### src/rtl/core/fpprot_pkg.sv
package fpprot_pkg;

  localparam int unsigned MaxDimension = 8192;
  localparam int unsigned DimW = 14;
  localparam int unsigned CntW = 13;
  localparam int unsigned IdxW = 28;
  localparam int unsigned ChanW = 16;
  localparam logic [ChanW-1:0] ChannelMax = 16'hFFFF;

  localparam logic [2:0] CfgRotation = 3'd0;
  localparam logic [2:0] CfgFormat = 3'd1;
  localparam logic [2:0] CfgRegionW = 3'd2;
  localparam logic [2:0] CfgRegionH = 3'd3;
  localparam logic [2:0] CfgTargetW = 3'd4;
  localparam logic [2:0] CfgTargetH = 3'd5;
  localparam logic [2:0] CfgOffsetX = 3'd6;
  localparam logic [2:0] CfgOffsetY = 3'd7;

  localparam logic [2:0] FmtRgba8 = 3'd0;
  localparam logic [2:0] FmtBgra8 = 3'd1;
  localparam logic [2:0] FmtRgba16 = 3'd2;
  localparam logic [2:0] FmtRgb16 = 3'd3;
  localparam logic [2:0] FmtRgb8 = 3'd4;

  localparam logic [1:0] Rot0 = 2'd0;
  localparam logic [1:0] Rot90 = 2'd1;
  localparam logic [1:0] Rot180 = 2'd2;
  localparam logic [1:0] Rot270 = 2'd3;

  typedef struct packed {
    logic [1:0]      rotation;
    logic [2:0]      format;
    logic [DimW-1:0] region_w;
    logic [DimW-1:0] region_h;
    logic [DimW-1:0] target_w;
    logic [DimW-1:0] target_h;
    logic [CntW-1:0] offset_x;
    logic [CntW-1:0] offset_y;
  } cfg_t;

  typedef struct packed {
    logic [CntW-1:0] col;
    logic [CntW-1:0] row;
    logic            last;
  } pos_t;

  // Clamp a region size into 1..MaxDimension.
  function automatic logic [DimW-1:0] eff_size(input logic [DimW-1:0] v);
    logic [DimW-1:0] r;
    r = v;
    if (v == '0) r = DimW'(1);
    else if (v > DimW'(MaxDimension)) r = DimW'(MaxDimension);
    return r;
  endfunction

endpackage

### src/rtl/core/fpprot_conv.sv
module fpprot_conv (
  input  logic [31:0] bits_in,
  input  logic        wide,
  output logic [15:0] value
);
  import fpprot_pkg::*;

  // f*65535 rounded to single, truncated. Product = m*(2^16-1), m 24 bits.
  logic [7:0]  expo;
  logic [23:0] mant;
  logic [39:0] prod;
  logic [5:0]  msb;
  logic [39:0] rnd;
  logic [40:0] rsum;
  logic [40:0] keep;
  logic        lsb, half, sticky, up;
  logic [5:0]  cut;
  logic [39:0] lowmask;
  logic [8:0]  sh;
  logic [80:0] scaled;
  logic [15:0] conv;

  always_comb begin
    expo = bits_in[30:23];
    mant = {1'b1, bits_in[22:0]};
    prod = {mant, 16'h0} - {16'h0, mant};
    msb = 6'd0;
    for (int i = 0; i < 40; i++) begin
      if (prod[i]) msb = 6'(i);
    end
    cut = (msb > 6'd23) ? msb - 6'd23 : 6'd0;
    lowmask = (40'd1 << cut) - 40'd1;
    lsb = (cut == 6'd0) ? 1'b0 : prod[cut];
    half = (cut == 6'd0) ? 1'b0 : prod[cut - 6'd1];
    sticky = (cut <= 6'd1) ? 1'b0 : |(prod & (lowmask >> 1));
    up = half && (sticky || lsb);
    rnd = prod & ~lowmask;
    rsum = {1'b0, rnd} + (up ? (41'd1 << cut) : 41'd0);
    keep = rsum;
    // value = rsum * 2^(expo-127-23); shift right by 150-expo
    sh = 9'd150 - {1'b0, expo};
    scaled = {keep, 40'h0} >> sh;
    if (bits_in[31] || expo == 8'd0) conv = '0;
    else if (expo == 8'hFF) conv = (bits_in[22:0] != '0) ? '0 : ChannelMax;
    else if (expo > 8'd142) conv = ChannelMax;
    else if (expo < 8'd100) conv = '0;
    else if (scaled[80:56] != '0) conv = ChannelMax;
    else conv = scaled[55:40];
    value = wide ? conv : {8'h00, conv[15:8]};
  end

endmodule

### src/rtl/core/fpprot_place.sv
module fpprot_place (
  input  fpprot_pkg::cfg_t          cfg,
  input  fpprot_pkg::pos_t          pos,
  input  logic [2:0]                step,
  output logic [fpprot_pkg::IdxW-1:0] index,
  output logic                      outside
);
  import fpprot_pkg::*;

  logic signed [16:0] x, y, px, py, tw, th, ox, oy;
  logic [27:0] base;
  logic [29:0] full;

  always_comb begin
    x = 17'($unsigned(pos.col));
    y = 17'($unsigned(pos.row));
    px = 17'($unsigned(cfg.offset_x));
    py = 17'($unsigned(cfg.offset_y));
    tw = 17'($unsigned(cfg.target_w));
    th = 17'($unsigned(cfg.target_h));
    unique case (cfg.rotation)
      Rot90: begin
        oy = x + py;
        ox = tw - (y + px) - 17'sd1;
      end
      Rot180: begin
        oy = th - (y + py) - 17'sd1;
        ox = tw - (x + px) - 17'sd1;
      end
      Rot270: begin
        oy = th - (x + py) - 17'sd1;
        ox = y + px;
      end
      default: begin
        oy = y + py;
        ox = x + px;
      end
    endcase
    outside = ox < 0 || ox >= tw || oy < 0 || oy >= th;
    base = 28'({14'd0, oy[13:0]} * {14'd0, cfg.target_w}) + 28'(ox[13:0]);
    full = {2'b0, base} * 30'(step);
    index = outside ? '0 : full[IdxW-1:0];
  end

endmodule

### src/rtl/core/float_pixel_pack_rotate_top.sv
// Float RGBA pixel packer with rotated, tiled placement.
// Input channel: in_valid/in_stall with red/green/blue/alpha_bits, one
// pixel of the region per transfer, in raster order.
// Output channel: out_valid/out_stall with element_index, four slots,
// channel_count, wide_elements, out_of_range and frame_last.
// Config channel: cfg_valid/cfg_ready, cfg_index selects register 0..7,
// cfg_data carries the value; write only while the block is idle.
// Each pixel passes the input register, then the result register. Throughput:
// one pixel per clock while the receiver does not stall, set by the single
// conversion and index pass between the two registers.
// Reset clears the registers to their defaults and the column/row counters
// to zero; both pipeline stages come up empty.
// When the receiver stalls, the result register holds and the input stage
// keeps one pixel; in_stall rises only when both stages are full.
module float_pixel_pack_rotate_top (
  input  logic        clk,
  input  logic        rst,
  input  logic        in_valid,
  output logic        in_stall,
  input  logic [31:0] red_bits,
  input  logic [31:0] green_bits,
  input  logic [31:0] blue_bits,
  input  logic [31:0] alpha_bits,
  output logic        out_valid,
  input  logic        out_stall,
  output logic [fpprot_pkg::IdxW-1:0] element_index,
  output logic [15:0] slot_zero,
  output logic [15:0] slot_one,
  output logic [15:0] slot_two,
  output logic [15:0] slot_three,
  output logic [2:0]  channel_count,
  output logic        wide_elements,
  output logic        out_of_range,
  output logic        frame_last,
  input  logic        cfg_valid,
  output logic        cfg_ready,
  input  logic [2:0]  cfg_index,
  input  logic [31:0] cfg_data
);
  import fpprot_pkg::*;

  cfg_t cfg;
  logic [CntW-1:0] column_count, row_count;
  logic s1_valid;
  logic [31:0] s1_ch [4];
  pos_t s1_pos;
  logic in_take, s1_move, out_free;

  assign cfg_ready = 1'b1;
  assign out_free = !out_valid || !out_stall;
  assign s1_move = s1_valid && out_free;
  assign in_stall = s1_valid && !out_free;
  assign in_take = in_valid && !in_stall;

  always_ff @(posedge clk) begin
    if (rst) begin
      cfg <= '{rotation: '0, format: '0, region_w: DimW'(1), region_h: DimW'(1),
               target_w: DimW'(1), target_h: DimW'(1), offset_x: '0, offset_y: '0};
    end else if (cfg_valid) begin
      unique case (cfg_index)
        CfgRotation: cfg.rotation <= cfg_data[1:0];
        CfgFormat:   cfg.format <= cfg_data[2:0];
        CfgRegionW:  cfg.region_w <= cfg_data[DimW-1:0];
        CfgRegionH:  cfg.region_h <= cfg_data[DimW-1:0];
        CfgTargetW:  cfg.target_w <= cfg_data[DimW-1:0];
        CfgTargetH:  cfg.target_h <= cfg_data[DimW-1:0];
        CfgOffsetX:  cfg.offset_x <= cfg_data[CntW-1:0];
        CfgOffsetY:  cfg.offset_y <= cfg_data[CntW-1:0];
        default: ;
      endcase
    end
  end

  // Raster counters advance at the input transfer.
  logic [DimW-1:0] ew, eh;
  logic row_end, last;
  always_comb begin
    ew = eff_size(cfg.region_w);
    eh = eff_size(cfg.region_h);
    row_end = ({1'b0, column_count} + DimW'(1)) >= ew;
    last = row_end && (({1'b0, row_count} + DimW'(1)) >= eh);
  end

  always_ff @(posedge clk) begin
    if (rst) begin
      column_count <= '0;
      row_count <= '0;
      s1_valid <= 1'b0;
    end else begin
      if (in_take) begin
        if (row_end) begin
          column_count <= '0;
          row_count <= last ? '0 : row_count + CntW'(1);
        end else begin
          column_count <= column_count + CntW'(1);
        end
      end
      if (in_take) s1_valid <= 1'b1;
      else if (s1_move) s1_valid <= 1'b0;
    end
  end

  always_ff @(posedge clk) begin
    if (in_take) begin
      s1_ch[0] <= red_bits;
      s1_ch[1] <= green_bits;
      s1_ch[2] <= blue_bits;
      s1_ch[3] <= alpha_bits;
      s1_pos <= '{col: column_count, row: row_count, last: last};
    end
  end

  logic wide, swap, three;
  logic [2:0] step;
  logic [15:0] v [4];
  logic [IdxW-1:0] idx;
  logic outside;

  always_comb begin
    wide = 1'b0;
    swap = 1'b0;
    three = 1'b0;
    unique case (cfg.format)
      FmtBgra8:  swap = 1'b1;
      FmtRgba16: wide = 1'b1;
      FmtRgb16: begin
        wide = 1'b1;
        three = 1'b1;
      end
      FmtRgb8:   three = 1'b1;
      default: ;
    endcase
    step = three ? 3'd3 : 3'd4;
  end

  for (genvar g = 0; g < 4; g++) begin : g_conv
    fpprot_conv u_conv (.bits_in(s1_ch[g]), .wide(wide), .value(v[g]));
  end

  fpprot_place u_place (
    .cfg(cfg), .pos(s1_pos), .step(step), .index(idx), .outside(outside)
  );

  always_ff @(posedge clk) begin
    if (rst) begin
      out_valid <= 1'b0;
    end else if (out_free) begin
      out_valid <= s1_valid;
    end
  end

  always_ff @(posedge clk) begin
    if (s1_move) begin
      element_index <= idx;
      slot_zero <= swap ? v[2] : v[0];
      slot_one <= v[1];
      slot_two <= swap ? v[0] : v[2];
      slot_three <= three ? 16'h0 : v[3];
      channel_count <= step;
      wide_elements <= wide;
      out_of_range <= outside;
      frame_last <= s1_pos.last;
    end
  end

  a_out_hold: assert property (@(posedge clk) disable iff (rst)
    out_valid && out_stall |=> out_valid && $stable(element_index))
    else $error("result changed under stall");
  a_in_stall: assert property (@(posedge clk) disable iff (rst)
    in_stall |-> s1_valid && out_valid)
    else $error("stall without full pipe");
  a_range_idx: assert property (@(posedge clk) disable iff (rst)
    out_valid && out_of_range |-> element_index == '0)
    else $error("index set for outside pixel");
  a_count: assert property (@(posedge clk) disable iff (rst)
    out_valid |-> channel_count == 3'd3 || channel_count == 3'd4)
    else $error("bad channel count");

endmodule

### config.mk
export PLATFORM = sky130hd
export DESIGN_NAME = float_pixel_pack_rotate_top
export DESIGN_NICKNAME = d
export VERILOG_FILES = /design/src/rtl/core/fpprot_pkg.sv /design/src/rtl/core/fpprot_conv.sv /design/src/rtl/core/fpprot_place.sv /design/src/rtl/core/float_pixel_pack_rotate_top.sv
export SDC_FILE = /design/constraint.sdc
export NUM_CORES = 2
export LEC_CHECK = 0
export ABC_AREA = 1
export ABC_CLOCK_PERIOD_IN_PS = 12100
export BUFFER_PORTS_ARGS = -buffer_cell sky130_fd_sc_hd__buf_2
export CAP_MARGIN = 20
export CORE_MARGIN = 8
export CORE_UTILIZATION = 30
export CTS_BUF_LIST = sky130_fd_sc_hd__clkbuf_4 sky130_fd_sc_hd__clkbuf_8 sky130_fd_sc_hd__clkbuf_16
export DETAILED_ROUTE_END_ITERATION = 12
export PLACE_DENSITY = 0.42
export SYNTH_ARGS = -nofsm -noshare
export SYNTH_HDL_FRONTEND = slang
export SYNTH_SLANG_ARGS = --single-unit
### constraint.sdc
create_clock -name clk -period 12.1 [get_ports clk]
set_input_delay 1.815 -clock clk [delete_from_list [all_inputs] [get_ports clk]]
set_output_delay 1.815 -clock clk [all_outputs]
set_load 0.05 [all_outputs]
==> results.json <==
{
  "vias_per_cell": 4.99,
  "placed_area_um2": 65200,
  "die_x_um": 465,
  "maxSlewHeadroom_pct": 30.8,
  "die_area_um2": 216000,
  "leakagePower_nw": 33.8,
  "grt_max_degree": 90,
  "outcome": "complete, no violations",
  "cp.arrival_ns": 11.76,
  "die_y_um": 465,
  "power_mw": 6.31,
  "grt_pass1_wl_um": 368000,
  "yosysUniqueCellTypes": 74,
  "nets": 11195,
  "yosysMostFrequentCell": "nand2_1",
  "diodes": 0,
  "worst_pin_slew_ns": 1.03,
  "cp_num_buf_inv": 9,
  "critical_path.top_delay_family": "adder cells",
  "clk_pin_slew_worst_paths_ns": 0.07,
  "grt_pass1_vias": 63393,
  "gr-total-overflow": 0,
  "yosysTopAreaCell": "nand2_1",
  "finalSetupTns_ns": 0,
  "synthTopCellsByArea": "nand2_1 (18%), edfxtp_1 (12%), ha_1 (11%)",
  "wire_per_inst_um": 18.3,
  "hold_class": "reg -> reg",
  "track_usage_pct": 21.3,
  "ys_top_cells_by_count": "nand2_1 (2890), inv_1 (1342), nor2_1 (1276), nand3_1 (859), o21ai_0 (640)",
  "design_area_um2": 67100,
  "initial_utilization_pct": 30.1,
  "cp-end-kind": "register",
  "antenna_found_initial": 4,
  "max_freq_mhz": 88.5,
  "crit_top_cell": "inv_1",
  "synth_edf_count": 252,
  "ys_seq_area_share_pct": 16.3,
  "required_ns": 12.56,
  "htree_levels": 2,
  "first_iter_violations": 4494,
  "path_max_fanout": 5,
  "numClockSinks": 367,
  "r2r-end": "element_index[27]",
  "crit_slowest_cell": "fa_1",
  "cp.depth": 55,
  "ys.warnings.count": 0,
  "final.period_utilization_pct": 93.3,
  "synth_area_um2": 60600,
  "dp_hpwl_um": 201000,
  "synth_top_area_share_pct": 17.9,
  "finalHoldViolCount": 0,
  "drt_pass1_iterations": 5,
  "regToRegStartpoint": "s1_pos[14]",
  "critPathMaxStageDelay_ns": 0.55,
  "vias": 65045,
  "worstSetupPathType": "reg -> reg",
  "cap_violations": 0,
  "ioPinCount": 269,
  "power_density_nw_per_um2": 94.1,
  "avgSynthCellArea_um2": 5.99,
  "drt_wl_total_um": 239000,
  "reg2reg_depth": 55,
  "drive_above_1_share_pct": 6.25,
  "clk_path_buf_depth": 3,
  "cts_buffers": 50,
  "final_max_slew_viol_count": 0,
  "antenna_left": 0,
  "gp_congestion": 0.920,
  "crit_path_start_kind": "register",
  "rows": 165,
  "ys.flop_type": "edfxtp_1",
  "drc_errors": 0,
  "endpoint": "element_index[27]",
  "ir_drop_uv": 110,
  "root_buffer": "clkbuf_16",
  "crit_path_start": "s1_pos[14]",
  "syn_to_final_growth_pct": 10.8,
  "core_area_um2": 201000,
  "clock_skew_ns": 0.0534,
  "cts_tree": "yes",
  "r2r_setup_slack_ns": 0.81,
  "layout_min_cycle_time_ns": 11.29,
  "insertion_delay_ns": 0.71,
  "setup_violations": 0,
  "synth-seq-cells": 367,
  "portBuffers": 249,
  "syn_inst": 10116,
  "async_reset_ff_share_pct": 0
}
==> worst min path at each step <==
| stage | from | slack [ns] | cells past startpoint | end |
|---|---|---|---|---|
| after floorplan | s1_pos[0] | 0.40 | 0 | frame_last |
| after detailed placement | s1_pos[0] | 0.41 | 0 | frame_last |
| after global routing | s1_pos[0] | 0.45 | 0 | frame_last |
| after global placement | s1_pos[0] | 0.43 | 0 | frame_last |
| after CTS | s1_pos[0] | 0.44 | 0 | frame_last |
| final | s1_pos[0] | 0.45 | 0 | frame_last |
==> worst reg2reg max path, delay by kind of cell (launching register included) <==
| kind | cells | cell delay (ns) |
|---|---|---|
| flops | 1 | 0.41 |
| buf+inv | 9 | 0.53 |
| fa+ha+maj | 12 | 5.12 |
| simple gates | 10 | 0.87 |
| xor+xnor | 4 | 0.75 |
| compound gates | 20 | 3.40 |
==> logic make-up (layout without fill, tap and decap cells) <==
family / after synthesis / in the layout / synth area share, %
other: 2 / 93 / 0.0124
buffers and inverters: 1720 / 1873 / 10.8
AO/OA/AOI/OAI: 1606 / 1606 / 14.8
flip-flops: 367 / 367 / 16.3
AND/OR/NAND/NOR: 5438 / 5438 / 37.3
multiplexers: 19 / 19 / 0.316
XOR/XNOR: 255 / 255 / 3.69
adder cells (fa/ha/maj): 709 / 709 / 16.8
==> per-layer routing <==
layer  global-route usage, %  share of wire, %
met5                       0                 0
met3                    1.66               3.4
met1                    27.8                46
met4                    5.78               3.0
met2                    37.6                48
==> stage by stage <==
| step | cells | hold slack (ns) | util (%) | setup WS (ns) |
|---|---|---|---|---|
| 2_1_floorplan | 10207 | 0.400 | - | 1.43 |
| 3_3_place_gp | 12929 | 0.425 | 32.4 | 0.185 |
| 3_5_place_dp | 12931 | 0.412 | 32.4 | 0.133 |
| 4_1_cts | 13025 | 0.441 | 33.2 | 0.137 |
| 5_1_grt | 13032 | 0.447 | 33.3 | -0.0145 |
| 6_report | 13032 | 0.446 | 33.3 | 0.805 |
==> sequential cells by signal (all words and copies together), names as in the netlist, 2 cells and up <==
register,cells
slot_zero,16
slot_one,16
s1_pos,27
cfg,87
element_index,28
column_count,13
s1_ch,128
slot_two,16
row_count,13
channel_count,2
slot_three,16
==> layout by cell type (no fill, tap or decap), types with 170 or more instances in the layout <==
master    instances
buf_2           250
nand2_1        2890
edfxtp_1        252
inv_1          1340
xor2_1          180
fa_1            170
a21oi_1         573
nand3_1         859
o21ai_0         623
nor2_1         1267
ha_1            537
==> cell type report <==
type,instances,area [µm²]
clock buffer,58,1330
clock inverter,36,389
fill,22757,134000
inverter,1400,5270
multi-input combinational,8120,44600
sequential,367,9870
tap,2672,3340
timing repair buffer,379,2260
==> power by group <==
group          switching (mW)  total [mW]  internal [mW]
Combinational            2.18        3.27           1.09
Sequential             0.0670        1.49           1.42
Clock                   0.687        1.56          0.871
==> timing repair <==
item                       CTS  global route
setup endpoints to repair    0             4
hold buffers                 0             0
resized for setup            0            38
buffers inserted             0             5
(Power assumes the default switching activity.)
